## src/rtl/calendar_period_progress_core_macros.svh

```systemverilog
// ----------------------------------------------------------------------------
// calendar_period_progress_core_macros
// Assertion shorthands shared by the calendar period progress RTL.
// ----------------------------------------------------------------------------
`ifndef CALENDAR_PERIOD_PROGRESS_CORE_MACROS_SVH
`define CALENDAR_PERIOD_PROGRESS_CORE_MACROS_SVH

// Same-cycle implication, off while reset is asserted.
`define CPP_ASSERT_IMP(lbl, clk, rst_n, ante, cons, msg) \
    lbl: assert property (@(posedge clk) disable iff (!rst_n) (ante) |-> (cons)) \
        else $error(msg);

// Next-cycle implication, off while reset is asserted.
`define CPP_ASSERT_NXT(lbl, clk, rst_n, ante, cons, msg) \
    lbl: assert property (@(posedge clk) disable iff (!rst_n) (ante) |=> (cons)) \
        else $error(msg);

`endif

```

## src/rtl/cpp_pkg.sv

```systemverilog
// ----------------------------------------------------------------------------
// cpp_pkg
// Types, widths, constants and lookup functions for calendar period progress.
// ----------------------------------------------------------------------------
`timescale 1ns / 1ps
`default_nettype none

package cpp_pkg;

    // input field widths
    localparam int MS_W    = 10;
    localparam int SEC_W   = 6;
    localparam int MIN_W   = 6;
    localparam int HOUR_W  = 5;
    localparam int WDAY_W  = 3;
    localparam int MDAY_W  = 5;
    localparam int MON_W   = 4;
    localparam int YEAR_W  = 14;
    localparam int YDAY_W  = 9;

    // internal widths
    localparam int DAYS_W    = 9;   // up to 511 days
    localparam int TOD_W     = 17;  // seconds within the day, out-of-range fields included
    localparam int DSEC_W    = 26;  // seconds from period start
    localparam int ELAPSED_W = 36;  // milliseconds, also holds twice any period
    localparam int MDAYS_W   = 5;
    localparam int Q25_W     = 10;
    localparam int YPROD_W   = 27;
    localparam int PROG_W    = 17;
    localparam int FRAC_W    = 16;
    localparam int STEP_W    = 6;
    localparam int SUBDIV_W  = 6;
    localparam int PROD_W    = PROG_W + SUBDIV_W;

    // one quotient bit per divider stage
    localparam int DIV_STAGES = PROG_W;

    localparam logic [MON_W-1:0]     MONTH_FEB    = 4'd1;
    localparam logic [YPROD_W-1:0]   Q25_RECIP    = 27'd5243;  // ~2^17/25
    localparam logic [YEAR_W-1:0]    YEAR_DIV25   = 14'd25;
    localparam logic [TOD_W-1:0]     SEC_PER_MIN  = 17'd60;
    localparam logic [TOD_W-1:0]     SEC_PER_HOUR = 17'd3600;
    localparam logic [DSEC_W-1:0]    SEC_PER_DAY  = 26'd86400;
    localparam logic [ELAPSED_W-1:0] MS_PER_SEC   = 36'd1000;
    localparam logic [ELAPSED_W-1:0] MS_PER_MIN   = 36'd60000;
    localparam logic [ELAPSED_W-1:0] MS_PER_HOUR  = 36'd3600000;
    localparam logic [ELAPSED_W-1:0] MS_PER_DAY   = 36'd86400000;
    localparam logic [ELAPSED_W-1:0] MS_PER_WEEK  = 36'd604800000;
    localparam logic [ELAPSED_W-1:0] MS_PER_SEASON = 36'd7776000000;
    localparam logic [ELAPSED_W-1:0] MS_PER_YEAR  = 36'd31536000000;

    localparam logic [PROG_W-1:0] PROG_MAX   = 17'h1FFFF;
    localparam logic [PROG_W-1:0] TRIG_LIMIT = 17'd656;    // p*100 < 65536
    localparam logic [PROG_W-1:0] PROG_HALF  = 17'd32768;
    localparam logic [STEP_W-1:0] STEP_MAX   = 6'd63;

    typedef enum logic [2:0] {
        MODE_SECOND = 3'd0,
        MODE_MINUTE = 3'd1,
        MODE_HOUR   = 3'd2,
        MODE_DAY    = 3'd3,
        MODE_WEEK   = 3'd4,
        MODE_MONTH  = 3'd5,
        MODE_SEASON = 3'd6,
        MODE_YEAR   = 3'd7
    } t_mode;

    typedef struct packed {
        t_mode               mode;
        logic [MS_W-1:0]     millisecond;
        logic [SEC_W-1:0]    second;
        logic [MIN_W-1:0]    minute;
        logic [HOUR_W-1:0]   hour;
        logic [WDAY_W-1:0]   weekday;
        logic [MDAY_W-1:0]   month_day;
        logic [MON_W-1:0]    month;
        logic [YEAR_W-1:0]   full_year;
        logic [YDAY_W-1:0]   year_day;
    } t_query;

    typedef struct packed {
        t_mode                mode;
        logic [ELAPSED_W-1:0] elapsed;
        logic [ELAPSED_W-1:0] period;
    } t_div_req;

    typedef struct packed {
        t_mode             mode;
        logic [PROG_W-1:0] progress;
    } t_div_res;

    // days in month, no leap day; months past December count 31
    function automatic logic [MDAYS_W-1:0] month_len(input logic [MON_W-1:0] m);
        logic [MDAYS_W-1:0] d;
        unique case (m)
            4'd1:                     d = 5'd28;
            4'd3, 4'd5, 4'd8, 4'd10:  d = 5'd30;
            default:                  d = 5'd31;
        endcase
        return d;
    endfunction

    // whole days from the quarter start to the start of month m
    function automatic logic [6:0] quarter_off(input logic [MON_W-1:0] m);
        logic [6:0] d;
        unique case (m)
            4'd1, 4'd7, 4'd10, 4'd13: d = 7'd31;
            4'd2:                     d = 7'd59;
            4'd4:                     d = 7'd30;
            4'd5, 4'd11:              d = 7'd61;
            4'd8, 4'd14:              d = 7'd62;
            default:                  d = 7'd0;
        endcase
        return d;
    endfunction

    function automatic logic [SUBDIV_W-1:0] subdiv(input t_mode md);
        logic [SUBDIV_W-1:0] s;
        unique case (md)
            MODE_SECOND: s = 6'd4;
            MODE_MINUTE: s = 6'd60;
            MODE_HOUR:   s = 6'd24;
            MODE_DAY:    s = 6'd7;
            MODE_WEEK:   s = 6'd4;
            MODE_MONTH:  s = 6'd12;
            MODE_SEASON: s = 6'd3;
            default:     s = 6'd12;
        endcase
        return s;
    endfunction

endpackage

`default_nettype wire

```

## src/rtl/cpp_front.sv

```systemverilog
// ----------------------------------------------------------------------------
// cpp_front
// Three-stage front end: elapsed milliseconds and period length per mode.
// ----------------------------------------------------------------------------
`timescale 1ns / 1ps
`default_nettype none

module cpp_front (
    input  wire logic              i_clk,
    input  wire logic              i_rst_n,
    input  wire logic              i_valid,
    output logic                   o_ready,
    input  wire cpp_pkg::t_query   i_query,
    output logic                   o_valid,
    input  wire logic              i_ready,
    output cpp_pkg::t_div_req      o_req
);

    logic w_en;

    // stage 1: day count, time of day, year/25 estimate
    logic                          r1_valid;
    cpp_pkg::t_mode                r1_mode;
    logic [cpp_pkg::MS_W-1:0]      r1_ms;
    logic [cpp_pkg::DAYS_W-1:0]    r1_days;
    logic [cpp_pkg::TOD_W-1:0]     r1_tod;
    logic [cpp_pkg::MON_W-1:0]     r1_mon;
    logic [cpp_pkg::YEAR_W-1:0]    r1_year;
    logic [cpp_pkg::Q25_W-1:0]     r1_q25;

    logic [cpp_pkg::MDAY_W-1:0]    n1_doff;
    logic [cpp_pkg::DAYS_W-1:0]    n1_days;
    logic [cpp_pkg::TOD_W-1:0]     n1_tod;
    logic [cpp_pkg::YPROD_W-1:0]   n1_yprod;

    // stage 2: seconds since period start, month length
    logic                          r2_valid;
    cpp_pkg::t_mode                r2_mode;
    logic [cpp_pkg::MS_W-1:0]      r2_ms;
    logic [cpp_pkg::DSEC_W-1:0]    r2_dsec;
    logic [cpp_pkg::MDAYS_W-1:0]   r2_mdays;

    logic [cpp_pkg::DSEC_W-1:0]    n2_dsec;
    logic [cpp_pkg::YEAR_W-1:0]    n2_r25;
    logic                          n2_leap;
    logic [cpp_pkg::MDAYS_W-1:0]   n2_mdays;

    // stage 3: milliseconds and period
    logic                          r3_valid;
    cpp_pkg::t_div_req             r3_req;
    cpp_pkg::t_div_req             n3_req;

    assign w_en    = !r3_valid || i_ready;
    assign o_ready = w_en;
    assign o_valid = r3_valid;
    assign o_req   = r3_req;

    always_comb begin
        n1_doff  = (i_query.month_day == '0) ? '0 : i_query.month_day - 5'd1;
        n1_yprod = cpp_pkg::YPROD_W'(i_query.full_year) * cpp_pkg::Q25_RECIP;
        unique case (i_query.mode)
            cpp_pkg::MODE_WEEK:   n1_days = cpp_pkg::DAYS_W'(i_query.weekday);
            cpp_pkg::MODE_MONTH:  n1_days = cpp_pkg::DAYS_W'(n1_doff);
            cpp_pkg::MODE_SEASON: n1_days = cpp_pkg::DAYS_W'(n1_doff)
                                          + cpp_pkg::DAYS_W'(cpp_pkg::quarter_off(i_query.month));
            cpp_pkg::MODE_YEAR:   n1_days = i_query.year_day;
            default:              n1_days = '0;
        endcase
        unique case (i_query.mode)
            cpp_pkg::MODE_SECOND: n1_tod = '0;
            cpp_pkg::MODE_MINUTE: n1_tod = cpp_pkg::TOD_W'(i_query.second);
            cpp_pkg::MODE_HOUR:   n1_tod = cpp_pkg::TOD_W'(i_query.minute) * cpp_pkg::SEC_PER_MIN
                                         + cpp_pkg::TOD_W'(i_query.second);
            default:              n1_tod = cpp_pkg::TOD_W'(i_query.hour) * cpp_pkg::SEC_PER_HOUR
                                         + cpp_pkg::TOD_W'(i_query.minute) * cpp_pkg::SEC_PER_MIN
                                         + cpp_pkg::TOD_W'(i_query.second);
        endcase
    end

    always_ff @(posedge i_clk) begin
        if (!i_rst_n) begin
            r1_valid <= 1'b0;
        end else if (w_en) begin
            r1_valid <= i_valid;
        end
        if (w_en) begin
            r1_mode <= i_query.mode;
            r1_ms   <= i_query.millisecond;
            r1_days <= n1_days;
            r1_tod  <= n1_tod;
            r1_mon  <= i_query.month;
            r1_year <= i_query.full_year;
            r1_q25  <= n1_yprod[cpp_pkg::YPROD_W-1:cpp_pkg::YPROD_W-cpp_pkg::Q25_W];
        end
    end

    // leap: y%4==0 and (y%25!=0 or y%16==0)
    always_comb begin
        n2_dsec  = cpp_pkg::DSEC_W'(r1_days) * cpp_pkg::SEC_PER_DAY
                 + cpp_pkg::DSEC_W'(r1_tod);
        n2_r25   = r1_year - cpp_pkg::YEAR_W'(cpp_pkg::YEAR_W'(r1_q25) * cpp_pkg::YEAR_DIV25);
        n2_leap  = (r1_year[1:0] == 2'b00) && ((n2_r25 != '0) || (r1_year[3:0] == 4'b0000));
        n2_mdays = cpp_pkg::month_len(r1_mon)
                 + cpp_pkg::MDAYS_W'((r1_mon == cpp_pkg::MONTH_FEB) && n2_leap);
    end

    always_ff @(posedge i_clk) begin
        if (!i_rst_n) begin
            r2_valid <= 1'b0;
        end else if (w_en) begin
            r2_valid <= r1_valid;
        end
        if (w_en) begin
            r2_mode  <= r1_mode;
            r2_ms    <= r1_ms;
            r2_dsec  <= n2_dsec;
            r2_mdays <= n2_mdays;
        end
    end

    always_comb begin
        n3_req.mode = r2_mode;
        if (r2_mode == cpp_pkg::MODE_SECOND) begin
            n3_req.elapsed = cpp_pkg::ELAPSED_W'(r2_ms);
        end else begin
            n3_req.elapsed = cpp_pkg::ELAPSED_W'(r2_dsec) * cpp_pkg::MS_PER_SEC
                           + cpp_pkg::ELAPSED_W'(r2_ms);
        end
        unique case (r2_mode)
            cpp_pkg::MODE_SECOND: n3_req.period = cpp_pkg::MS_PER_SEC;
            cpp_pkg::MODE_MINUTE: n3_req.period = cpp_pkg::MS_PER_MIN;
            cpp_pkg::MODE_HOUR:   n3_req.period = cpp_pkg::MS_PER_HOUR;
            cpp_pkg::MODE_DAY:    n3_req.period = cpp_pkg::MS_PER_DAY;
            cpp_pkg::MODE_WEEK:   n3_req.period = cpp_pkg::MS_PER_WEEK;
            cpp_pkg::MODE_MONTH:  n3_req.period = cpp_pkg::ELAPSED_W'(r2_mdays)
                                                * cpp_pkg::MS_PER_DAY;
            cpp_pkg::MODE_SEASON: n3_req.period = cpp_pkg::MS_PER_SEASON;
            default:              n3_req.period = cpp_pkg::MS_PER_YEAR;
        endcase
    end

    always_ff @(posedge i_clk) begin
        if (!i_rst_n) begin
            r3_valid <= 1'b0;
        end else if (w_en) begin
            r3_valid <= r2_valid;
        end
        if (w_en) begin
            r3_req <= n3_req;
        end
    end

endmodule

`default_nettype wire

```

## src/rtl/cpp_div.sv

```systemverilog
// ----------------------------------------------------------------------------
// cpp_div
// Pipelined restoring divider: floor(elapsed * 2^16 / period), saturated.
// ----------------------------------------------------------------------------
`timescale 1ns / 1ps
`default_nettype none
`include "calendar_period_progress_core_macros.svh"

module cpp_div (
    input  wire logic                i_clk,
    input  wire logic                i_rst_n,
    input  wire logic                i_valid,
    output logic                     o_ready,
    input  wire cpp_pkg::t_div_req   i_req,
    output logic                     o_valid,
    input  wire logic                i_ready,
    output cpp_pkg::t_div_res        o_res
);

    localparam int NS   = cpp_pkg::DIV_STAGES;
    localparam int LAST = NS - 1;
    localparam int EW   = cpp_pkg::ELAPSED_W;

    logic                        w_en;

    logic [NS-1:0]               r_v;
    logic                        r_sat  [NS];
    logic [EW-1:0]               r_rem  [NS];
    logic [EW-1:0]               r_len  [NS];
    logic [cpp_pkg::PROG_W-1:0]  r_q    [NS];
    cpp_pkg::t_mode              r_mode [NS];

    logic [EW-1:0]               n_rem  [NS];
    logic                        n_bit  [NS];
    logic                        n_sat;

    assign w_en    = !r_v[LAST] || i_ready;
    assign o_ready = w_en;
    assign o_valid = r_v[LAST];
    assign o_res.mode     = r_mode[LAST];
    assign o_res.progress = r_sat[LAST] ? cpp_pkg::PROG_MAX : r_q[LAST];

    // first stage: saturation when elapsed >= 2*period, then the 2^16 bit
    always_comb begin
        n_sat    = {1'b0, i_req.elapsed} >= {i_req.period, 1'b0};
        n_bit[0] = i_req.elapsed >= i_req.period;
        n_rem[0] = n_bit[0] ? i_req.elapsed - i_req.period : i_req.elapsed;
    end

    always_ff @(posedge i_clk) begin
        if (!i_rst_n) begin
            r_v[0] <= 1'b0;
        end else if (w_en) begin
            r_v[0] <= i_valid;
        end
        if (w_en) begin
            r_sat[0]  <= n_sat;
            r_rem[0]  <= n_rem[0];
            r_len[0]  <= i_req.period;
            r_q[0]    <= cpp_pkg::PROG_W'(n_bit[0]);
            r_mode[0] <= i_req.mode;
        end
    end

    // remaining stages: one quotient bit each, remainder stays below period
    for (genvar k = 1; k < NS; k++) begin : g_stage
        logic [EW-1:0] w_sh;

        assign w_sh     = {r_rem[k-1][EW-2:0], 1'b0};
        assign n_bit[k] = w_sh >= r_len[k-1];
        assign n_rem[k] = n_bit[k] ? w_sh - r_len[k-1] : w_sh;

        always_ff @(posedge i_clk) begin
            if (!i_rst_n) begin
                r_v[k] <= 1'b0;
            end else if (w_en) begin
                r_v[k] <= r_v[k-1];
            end
            if (w_en) begin
                r_sat[k]  <= r_sat[k-1];
                r_rem[k]  <= n_rem[k];
                r_len[k]  <= r_len[k-1];
                r_q[k]    <= {r_q[k-1][cpp_pkg::PROG_W-2:0], n_bit[k]};
                r_mode[k] <= r_mode[k-1];
            end
        end
    end

    for (genvar k = 0; k < NS; k++) begin : g_chk
        `CPP_ASSERT_IMP(a_rem_below_len, i_clk, i_rst_n, r_v[k] && !r_sat[k], r_rem[k] < r_len[k], "divider remainder not below period")
    end

    `CPP_ASSERT_IMP(a_len_nonzero, i_clk, i_rst_n, r_v[0], r_len[0] != '0, "zero period entered divider")
    `CPP_ASSERT_NXT(a_tail_holds, i_clk, i_rst_n, r_v[LAST] && !i_ready, r_v[LAST] && $stable(r_q[LAST]) && $stable(r_sat[LAST]), "stalled divider result changed")

endmodule

`default_nettype wire

```

## src/rtl/cpp_post.sv

```systemverilog
// ----------------------------------------------------------------------------
// cpp_post
// Output stage: step index, trigger and half gates, result register.
// ----------------------------------------------------------------------------
`timescale 1ns / 1ps
`default_nettype none

module cpp_post (
    input  wire logic                          i_clk,
    input  wire logic                          i_rst_n,
    input  wire logic                          i_valid,
    output logic                               o_ready,
    input  wire cpp_pkg::t_div_res             i_res,
    output logic                               o_valid,
    input  wire logic                          i_ready,
    output logic [cpp_pkg::PROG_W-1:0]         o_progress,
    output logic [cpp_pkg::STEP_W-1:0]         o_step_index,
    output logic                               o_trigger,
    output logic                               o_first_half,
    output logic                               o_second_half
);

    localparam int STW = cpp_pkg::PROD_W - cpp_pkg::FRAC_W;

    logic                             w_en;
    logic [cpp_pkg::PROD_W-1:0]       n_prod;
    logic [STW-1:0]                   n_st;
    logic [cpp_pkg::STEP_W-1:0]       n_step;

    logic                             r_valid;
    logic [cpp_pkg::PROG_W-1:0]       r_progress;
    logic [cpp_pkg::STEP_W-1:0]       r_step;
    logic                             r_trigger;
    logic                             r_first;

    assign w_en    = !r_valid || i_ready;
    assign o_ready = w_en;

    always_comb begin
        n_prod = cpp_pkg::PROD_W'(i_res.progress)
               * cpp_pkg::PROD_W'(cpp_pkg::subdiv(i_res.mode));
        n_st   = n_prod[cpp_pkg::PROD_W-1:cpp_pkg::FRAC_W];
        n_step = (n_st > STW'(cpp_pkg::STEP_MAX)) ? cpp_pkg::STEP_MAX
                                                   : n_st[cpp_pkg::STEP_W-1:0];
    end

    always_ff @(posedge i_clk) begin
        if (!i_rst_n) begin
            r_valid <= 1'b0;
        end else if (w_en) begin
            r_valid <= i_valid;
        end
        if (w_en) begin
            r_progress <= i_res.progress;
            r_step     <= n_step;
            r_trigger  <= i_res.progress < cpp_pkg::TRIG_LIMIT;
            r_first    <= i_res.progress < cpp_pkg::PROG_HALF;
        end
    end

    assign o_valid       = r_valid;
    assign o_progress    = r_progress;
    assign o_step_index  = r_step;
    assign o_trigger     = r_trigger;
    assign o_first_half  = r_first;
    assign o_second_half = !r_first;

endmodule

`default_nettype wire

```

## src/rtl/calendar_period_progress_core.sv

```systemverilog
// Pipeline: 3 front stages, 17 divider stages and 1 output register lie
//   between an accepted input request and o_m_tvalid.
// Throughput: one request per cycle while not stalled; the 17-stage restoring
//   divider, one quotient bit per stage, moves one request per clock unless stalled.
// Reset: i_rst_n synchronous active low, clears all valid bits; no other state.
// ----------------------------------------------------------------------------
// calendar_period_progress_core
// Elapsed fraction of a calendar period from a broken-down timestamp.
// ----------------------------------------------------------------------------
`timescale 1ns / 1ps
`default_nettype none
`include "calendar_period_progress_core_macros.svh"

module calendar_period_progress_core (
    input  wire logic        i_clk,
    input  wire logic        i_rst_n,
    // request side
    input  wire logic        i_s_tvalid,
    output logic             o_s_tready,
    // millisecond[9:0] second[15:10] minute[21:16] hour[26:22] weekday[29:27]
    // month_day[34:30] month[38:35] full_year[52:39] year_day[61:53], 0 pad
    input  wire logic [63:0] i_s_tdata,
    // mode[2:0]
    input  wire logic [2:0]  i_s_tuser,
    // result side
    output logic             o_m_tvalid,
    input  wire logic        i_m_tready,
    // progress[16:0] step_index[22:17] trigger[23] first_half[24]
    // second_half[25], 0 pad
    output logic [31:0]      o_m_tdata
);

    cpp_pkg::t_query                w_query;
    cpp_pkg::t_div_req              w_req;
    cpp_pkg::t_div_res              w_res;
    logic                           w_req_valid;
    logic                           w_req_ready;
    logic                           w_res_valid;
    logic                           w_res_ready;

    logic [cpp_pkg::PROG_W-1:0]     w_progress;
    logic [cpp_pkg::STEP_W-1:0]     w_step;
    logic                           w_trigger;
    logic                           w_first_half;
    logic                           w_second_half;

    // Unpack the request. Mode selects the period and rides in tuser.
    assign w_query.mode        = cpp_pkg::t_mode'(i_s_tuser);
    assign w_query.millisecond = i_s_tdata[9:0];
    assign w_query.second      = i_s_tdata[15:10];
    assign w_query.minute      = i_s_tdata[21:16];
    assign w_query.hour        = i_s_tdata[26:22];
    assign w_query.weekday     = i_s_tdata[29:27];
    assign w_query.month_day   = i_s_tdata[34:30];
    assign w_query.month       = i_s_tdata[38:35];
    assign w_query.full_year   = i_s_tdata[52:39];
    assign w_query.year_day    = i_s_tdata[61:53];

    // Front end: day count and time of day, then seconds and month length
    // (leap rule on the full year), then milliseconds and period length.
    cpp_front u_front (
        .i_clk   (i_clk),
        .i_rst_n (i_rst_n),
        .i_valid (i_s_tvalid),
        .o_ready (o_s_tready),
        .i_query (w_query),
        .o_valid (w_req_valid),
        .i_ready (w_req_ready),
        .o_req   (w_req)
    );

    // Divider: saturates at 2.0 (elapsed >= twice the period), otherwise
    // produces 17 quotient bits of elapsed * 2^16 / period.
    cpp_div u_div (
        .i_clk   (i_clk),
        .i_rst_n (i_rst_n),
        .i_valid (w_req_valid),
        .o_ready (w_req_ready),
        .i_req   (w_req),
        .o_valid (w_res_valid),
        .i_ready (w_res_ready),
        .o_res   (w_res)
    );

    // Output register. Each segment stalls as a whole only when its last
    // stage holds a result the next segment cannot take, so bubbles fill in.
    cpp_post u_post (
        .i_clk         (i_clk),
        .i_rst_n       (i_rst_n),
        .i_valid       (w_res_valid),
        .o_ready       (w_res_ready),
        .i_res         (w_res),
        .o_valid       (o_m_tvalid),
        .i_ready       (i_m_tready),
        .o_progress    (w_progress),
        .o_step_index  (w_step),
        .o_trigger     (w_trigger),
        .o_first_half  (w_first_half),
        .o_second_half (w_second_half)
    );

    assign o_m_tdata = {6'b0, w_second_half, w_first_half, w_trigger, w_step, w_progress};

    `CPP_ASSERT_IMP(a_halves_split, i_clk, i_rst_n, o_m_tvalid, w_first_half != w_second_half, "half gates not complementary")
    `CPP_ASSERT_IMP(a_trigger_first, i_clk, i_rst_n, o_m_tvalid && w_trigger, w_first_half && (w_step == '0), "trigger outside first step")
    `CPP_ASSERT_IMP(a_sat_step, i_clk, i_rst_n, o_m_tvalid && (w_progress == cpp_pkg::PROG_MAX), w_second_half && !w_trigger, "saturated progress with wrong gates")

endmodule

`default_nettype wire

```

## config.mk

```make
export PLATFORM = sky130hd
export DESIGN_NAME = calendar_period_progress_core
export DESIGN_NICKNAME = d
export VERILOG_FILES = /design/src/rtl/cpp_pkg.sv /design/src/rtl/cpp_front.sv /design/src/rtl/cpp_div.sv /design/src/rtl/cpp_post.sv /design/src/rtl/calendar_period_progress_core.sv
export VERILOG_INCLUDE_DIRS = /design/src /design/src/rtl
export SDC_FILE = /design/constraint.sdc
export NUM_CORES = 2
export LEC_CHECK = 0
export BUFFER_PORTS_ARGS = -buffer_cell sky130_fd_sc_hd__buf_2
export CELL_PAD_IN_SITES_DETAIL_PLACEMENT = 1
export CELL_PAD_IN_SITES_GLOBAL_PLACEMENT = 1
export CORE_MARGIN = 1.5
export CORE_UTILIZATION = 45
export DETAILED_ROUTE_END_ITERATION = 6
export GPL_ROUTABILITY_DRIVEN = 0
export GPL_TIMING_DRIVEN = 0
export PLACE_DENSITY_LB_ADDON = 0.3
export SKIP_LAST_GASP = 1
export SLEW_MARGIN = 10
export SYNTH_ARGS = -nofsm -noshare
export SYNTH_HDL_FRONTEND = slang
export SYNTH_SLANG_ARGS = --single-unit
```

## constraint.sdc

```tcl
create_clock -name i_clk -period 63.4 [get_ports i_clk]
set_input_delay 12.68 -clock i_clk [delete_from_list [all_inputs] [get_ports i_clk]]
set_output_delay 12.68 -clock i_clk [all_outputs]
set_load 0.05 [all_outputs]
```

After elaboration in Yosys (flattened, before gate mapping)
Memory sizes are Yosys's and may differ from the RTL's. Cells that the tools add are included.

Memories: 6. Memory bits (read-only): 96. Latch bits: 0. Output and inout bits: 34. RAM bits: 1581. Bits in registers: 232. Bits of input ports: 71. Logic and storage cells: 170.

Muxes and demuxes: 28. Reduce and logical (&&, ||, !) cells: 19. Shift operators: 0. Divide/modulo/power cells: 0. Bitwise operators: 0. Eq/ne operators: 22. Order comparisons: 21. Multipliers: 8. Add/sub/neg operators: 26.

Memories: u_div.r_len (depth 17, width 36, rd ports 16, clocked after Yosys merged registers in 0, wr ports 17, line cpp_div.sv:29) `logic [EW-1:0] r_len [NS];`; u_div.r_rem (depth 17, width 36, rd ports 16, clocked after Yosys merged registers in 0, wr ports 17, line cpp_div.sv:28) `logic [EW-1:0] r_rem [NS];`; u_div.r_q (depth 17, width 17, rd ports 17, clocked after Yosys merged registers in 0, wr ports 17, line cpp_div.sv:30) `logic [cpp_pkg::PROG_W-1:0] r_q [NS];`; (no name shown) (depth 16, width 6, rd ports 1, clocked after Yosys merged registers in 0, wr ports 0, line cpp_pkg.sv:106) `unique case (m)`; u_div.r_mode (depth 17, width 3, rd ports 17, clocked after Yosys merged registers in 0, wr ports 17, line cpp_div.sv:31) `cpp_pkg::t_mode r_mode [NS];`; u_div.r_sat (depth 17, width 1, rd ports 17, clocked after Yosys merged registers in 0, wr ports 17, line cpp_div.sv:27) `logic r_sat [NS];`.

Operator list (number): 36-bit >= comparator (17); 36-bit 2-to-1 mux (17); 36-bit subtractor (17); 35-bit case mux with 7 select lines (1); 17-bit case mux with 3 select lines (1); 36-bit by 37-bit >= comparator with 1-bit output (1); 36-bit by 10-bit adder with 36-bit output (1); 9-bit case mux with 4 select lines (1); 26-bit by 7-bit multiplier with 33-bit output, second input constant (1); 6-bit case mux with 5 select lines (1); 3-bit == test, second input constant (9); 14-bit by 13-bit multiplier with 27-bit output, second input constant (1); 26-bit by 17-bit adder with 26-bit output (1); 17-bit by 6-bit multiplier with 23-bit output (1); 5-bit by 17-bit multiplier with 22-bit output, second input constant (1); 9-bit by 10-bit multiplier with 19-bit output, second input constant (1); 17-bit by 12-bit adder with 17-bit output (1); 17-bit by 6-bit adder with 17-bit output (1); 17-bit by 10-bit less-than comparator with 1-bit output, second input constant (1); 17-bit by 16-bit less-than comparator with 1-bit output, second input constant (1); 17-bit 2-to-1 mux (1); 3-bit by 2-bit == test with 1-bit output, second input constant (5); 10-bit by 5-bit multiplier with 14-bit output, second input constant (1); 14-bit nonzero test (1); 27 further kinds (40).

Longest topological paths before layout
Word-level depth: 7. Mapped depth: 22. Gate-level depth less buffers: 22.

By module
Synthesis repeated with hierarchy kept, for this count alone.

Cells, all modules: 10094. Area, all modules: 106305.7 um^2.

Modules (own cells, without submodules): cpp_div (sequential area each 41089.4 um^2, times used 1, area each 81260.4 um^2, cells an instance 7623); cpp_front (sequential area each 5315.1 um^2, times used 1, area each 21230.4 um^2, cells an instance 2074); cpp_post (sequential area each 770.7 um^2, times used 1, area each 3743.6 um^2, cells an instance 387); calendar_period_progress_core (sequential area each 0.0 um^2, times used 1, area each 71.3 um^2, cells an instance 10).

Worst setup path after synthesis
No wires, ideal clock.

Path kind: input to register. Start point: input port i_m_tready. End point: memory u_div.r_len[0][100] (netlist name) (enable). Data required time: 61409 ps. Path slack: 16804 ps. Setup time: 1991 ps. Arrival: 44605 ps. Path buffers: 1. Stages on the path: 4. Cells stage by stage: nor2b_1 -> and2_0 -> clkinv_1 -> buf_1.

RTL lines: start, declared (line calendar_period_progress_core.sv:27) `input wire logic i_m_tready,`; end, declared (line cpp_div.sv:29).

Worst setup path in the final report
Start point: input port i_m_tready. End point: output port o_s_tready.

Cells in the longest elaborated chain, start to end: 3.

Ends and longest elaborated chain: 1-bit logical OR (line cpp_post.sv:36) `assign w_en = !r_valid || i_ready;`; 1-bit logical OR (line cpp_div.sv:37) `assign w_en = !r_v[LAST] || i_ready;`; 1-bit logical OR (line cpp_front.sv:53) `assign w_en = !r3_valid || i_ready;`; end, declared (line calendar_period_progress_core.sv:19) `output logic o_s_tready,`.

No other way between the ends.

==> summary.md <==
| Metric | Value |
|---|---|
| WHS Path Cells | 0 |
| Synth cell types | 109 |
| Vias per inst | ~5.7 |
| Die X | between 400 and 500 um |
| R2r startpoint | u_front.r2_dsec[0] |
| Fmax | approximately 0.036 GHz |
| Synthesized instance count | 8631 |
| Post-CTS setup buffers | 0 |
| Detail Route Antenna Nets | 0 |
| RR Endpoint | u_front.o_req[70] |
| Worst-margin pin slew | between 1000 and 1500 ps |
| Ys flop type | edfxtp_1 |
| Final Hold Violating Endpoints | 0 |
| Reg-to-reg slack, setup | around 57000 ps |
| Post-Syn Area | just over 90000 um2 |
| Row cnt | between 150 and 200 |
| Crit path launch | i_m_tready |
| Fin crit period | roughly 27000 ps |
| Residual DRC count | 0 |
| Core area | roughly 210000 um2 |
| Root Buffer | clkbuf_16 |
| MaxCap Viol Count | 0 |
| Vias | about 67000 |
| TritonRoute pass-1 iters | 5 |
| Clock latency on the worst-skew pair | ~820 ps |
| Overall global routing resource usage | 0.235 |
| PortBufs | 96 |
| Final setup fails | 0 |
| Unrepaired setup endpoints after global routing | no |
| Avg WL per Cell | 21.2 um |
| First-pass GRT wire length | between 300000 and 400000 um |
| Sequential fraction of the synthesis area | 0.447 |
| Post-cts gate resize count | 0 |
| Hold WC Path Type | reg -> reg |
| Initial Utilization | 0.454 |
| Rel. slew slack | 0.210 |
| CTS Buffer Depth | 3 |
| Arr. time, crit path | ~15000 ps |
| Adder-Cell Fraction of Synth Area | 0.185 |
| Initial DRC count | between 4000 and 5000 |
| Post-synthesis compound-gate area fraction | 0.139 |
| Share of cells above drive strength 1 | 0.0716 |
| Num ports | 105 |
| Setup TNS | 0 ps |
| EDFF count, synth | roughly 1400 |
| Hold Crit Endpoint | u_div.r_q[0][243] |
| Avg Cell Area, Syn | roughly 11 um2 |
| Req. time, crit path | just over 50000 ps |
| Hold wc startpoint | u_div.r_q[0][225] |
| Vias in the first global route | about 70000 |
| Status | complete, no violations |
| Clk slew on worst S/H paths | 60 ps |
| Max FO, Critical Path | 60 |
| Synth warnings | 0 |
| Simple-Gate Fraction of Synth Area | 0.0993 |
| Die area | approximately 210000 um2 |
| Number of synthesized register bits | 1392 |
| Largest family of logic cells by synthesized area | adder cells |
| Post-DP HPWL | slightly below 200000 um |
| Area grow syn2layout | 10.7% |
| Routed WL | 248000 um |
| Xor/xnor share of the synthesized area | 0.0533 |
| Setup crit end kind | output pin |
| Grt ovf | 0 |
| CTS tree | yes |
| Largest net degree at the start of global routing | 61 |
| Die height | around 460 um |
| Final-report max-slew violation count | 0 |
| Htree depth | 4 |
| Critical path startpoint category | input port |
| Nets | ~10000 |
| CTS Hold Bufs | 0 |
| Initial antenna violation count | 11 |
| Clock Sinks | 1392 |
| Asr flop ratio synth | 0 |
| Worst r2r path cells | 17 |
| Worst Setup Path Type | in -> out |
| Fin crit share | 0.433 |
| Mux cell area share after synthesis | 0.0245 |
| Setup Skew | 56.8 ps |
| Fillers | 22200 |
| Num CTS Buffers | between 150 and 200 |
## Yosys cell counts, drive strengths merged (31+ instances only)
cell type / n / area share
and2: 37 / 0.0025
o31ai: 48 / 0.0040
o21a: 87 / 0.0070
nand4: 74 / 0.0050
nand2: 501 / 0.020
ha: 952 / 0.13
nand2b: 112 / 0.0077
buf: 59 / 0.0039
o21bai: 83 / 0.0067
nor2: 652 / 0.026
a21o: 269 / 0.022
a21boi: 39 / 0.0031
inv: 1085 / 0.044
a2111oi: 31 / 0.0040
edfxtp: 1371 / 0.44
fa: 266 / 0.057
xnor2: 346 / 0.033
a21oi: 711 / 0.038
nand3: 131 / 0.0070
a211oi: 51 / 0.0044
and3: 64 / 0.0043
a31oi: 60 / 0.0040
or3: 38 / 0.0026
xor2: 221 / 0.021
clkbuf: 117 / 0.0047
nor4: 31 / 0.0021
nor2b: 79 / 0.0053
nor3: 129 / 0.0069
mux2: 181 / 0.022
o21ai: 405 / 0.022
## state kept, by name (all words and copies together), names as in the netlist, 6 cells and up
register / cells
u_post.o_progress: 17
u_div.r_rem: 518
u_div.r_q: 153
u_div.r_v: 16
u_post.o_step_index: 6
u_front.o_req: 66
u_front.r1_q25: 10
u_front.r1_ms: 10
u_div.r_sat: 17
u_front.r1_days: 9
u_front.r2_ms: 10
u_div.r_len: 432
u_div.r_mode: 51
u_front.r1_tod: 17
u_front.r1_year: 14
u_front.r2_dsec: 26
## through the flow
stage | utilization | cells | worst slack [ps] | hold WS, ps | area (um2)
2_1_floorplan | - | 8636 | 16800 | 400 | 93200
3_3_place_gp | 0.473 | 11400 | 5040 | 400 | 97000
3_5_place_dp | 0.476 | 11500 | 35950 | 405 | 97800
4_1_cts | 0.502 | 11700 | 35950 | 384 | 103000
5_1_grt | 0.502 | 11700 | 35810 | 395 | 103000
6_report | 0.502 | 11700 | 35950 | 385 | 103000
## logic make-up after synthesis
group | count (synthesis)
AOI/OAI and AO/OA | 2032
and+or+nand+nor | 1958
DFF | 1392
buffers and inverters | 1264
adders and majority gates | 1218
xor gates and xnor gates | 567
muxes | 199
other | 1
## critical path: stages
cell and delay [ps]:
buf_2 90, nor2b_1 260, and2_0 350, nand2_4 190, buf_16 260, buf_16 280
buf_16 240, buf_2 270
## cell usage in the layout (no fill, tap or decap), types with 36 or more instances in the layout
cell type / instances
nand2b_1: 110
a21boi_0: 37
and2_1: 36
nand3_1: 131
fa_1: 266
a21o_1: 269
edfxtp_1: 1371
a211oi_1: 48
a21oi_1: 709
o21ai_0: 382
mux2_1: 42
xnor2_1: 346
nand2_1: 499
buf_2: 125
mux2_2: 135
and3_1: 64
nand4_1: 74
inv_1: 1084
xor2_1: 221
o21bai_1: 83
nor2_1: 652
clkbuf_16: 164
nor2b_1: 79
o31ai_1: 46
or3_1: 38
o21a_1: 87
ha_1: 952
a31oi_1: 60
clkbuf_1: 132
nor3_1: 129
## worst max-delay path by stage
stage                          endpoint  slack (ps)  cells past startpoint
finish                       o_s_tready       35950                      8
global route                 o_s_tready       35810                      8
CTS                          o_s_tready       35950                      8
detailed placement           o_s_tready       35950                      8
global placement    u_div.r_rem[0][172]        5040                      5
floorplan           u_div.r_len[0][100]       16800                      4
## cell type report
class,instances,area (um2),share of cell area
multi-input cells,5980,46700,0.453
flip-flops and latches,1392,41600,0.404
clock buffers,180,4160,0.0404
inverters,1088,4080,0.0396
well taps,2688,3360,0.0326
repair buffers,132,1230,0.0119
clock inverters,106,1140,0.0110
plain buffers,176,803,0.00779
diodes,3,7.51,0.0000728
## layer usage
layer  routed length [um]  share of wire  GRT usage  vias to the layer above
met5                    0              0          0                        -
met3                 9750          0.039     0.0312                      395
met4                 7060          0.028     0.0712                        0
met1               108000           0.44      0.301                    33400
li1                     -              -          -                    31500
met2               123000           0.50      0.412                     1287
Power is not shown: default switching activity piles up to over one toggle a cycle in this logic, so the estimate is an artifact.
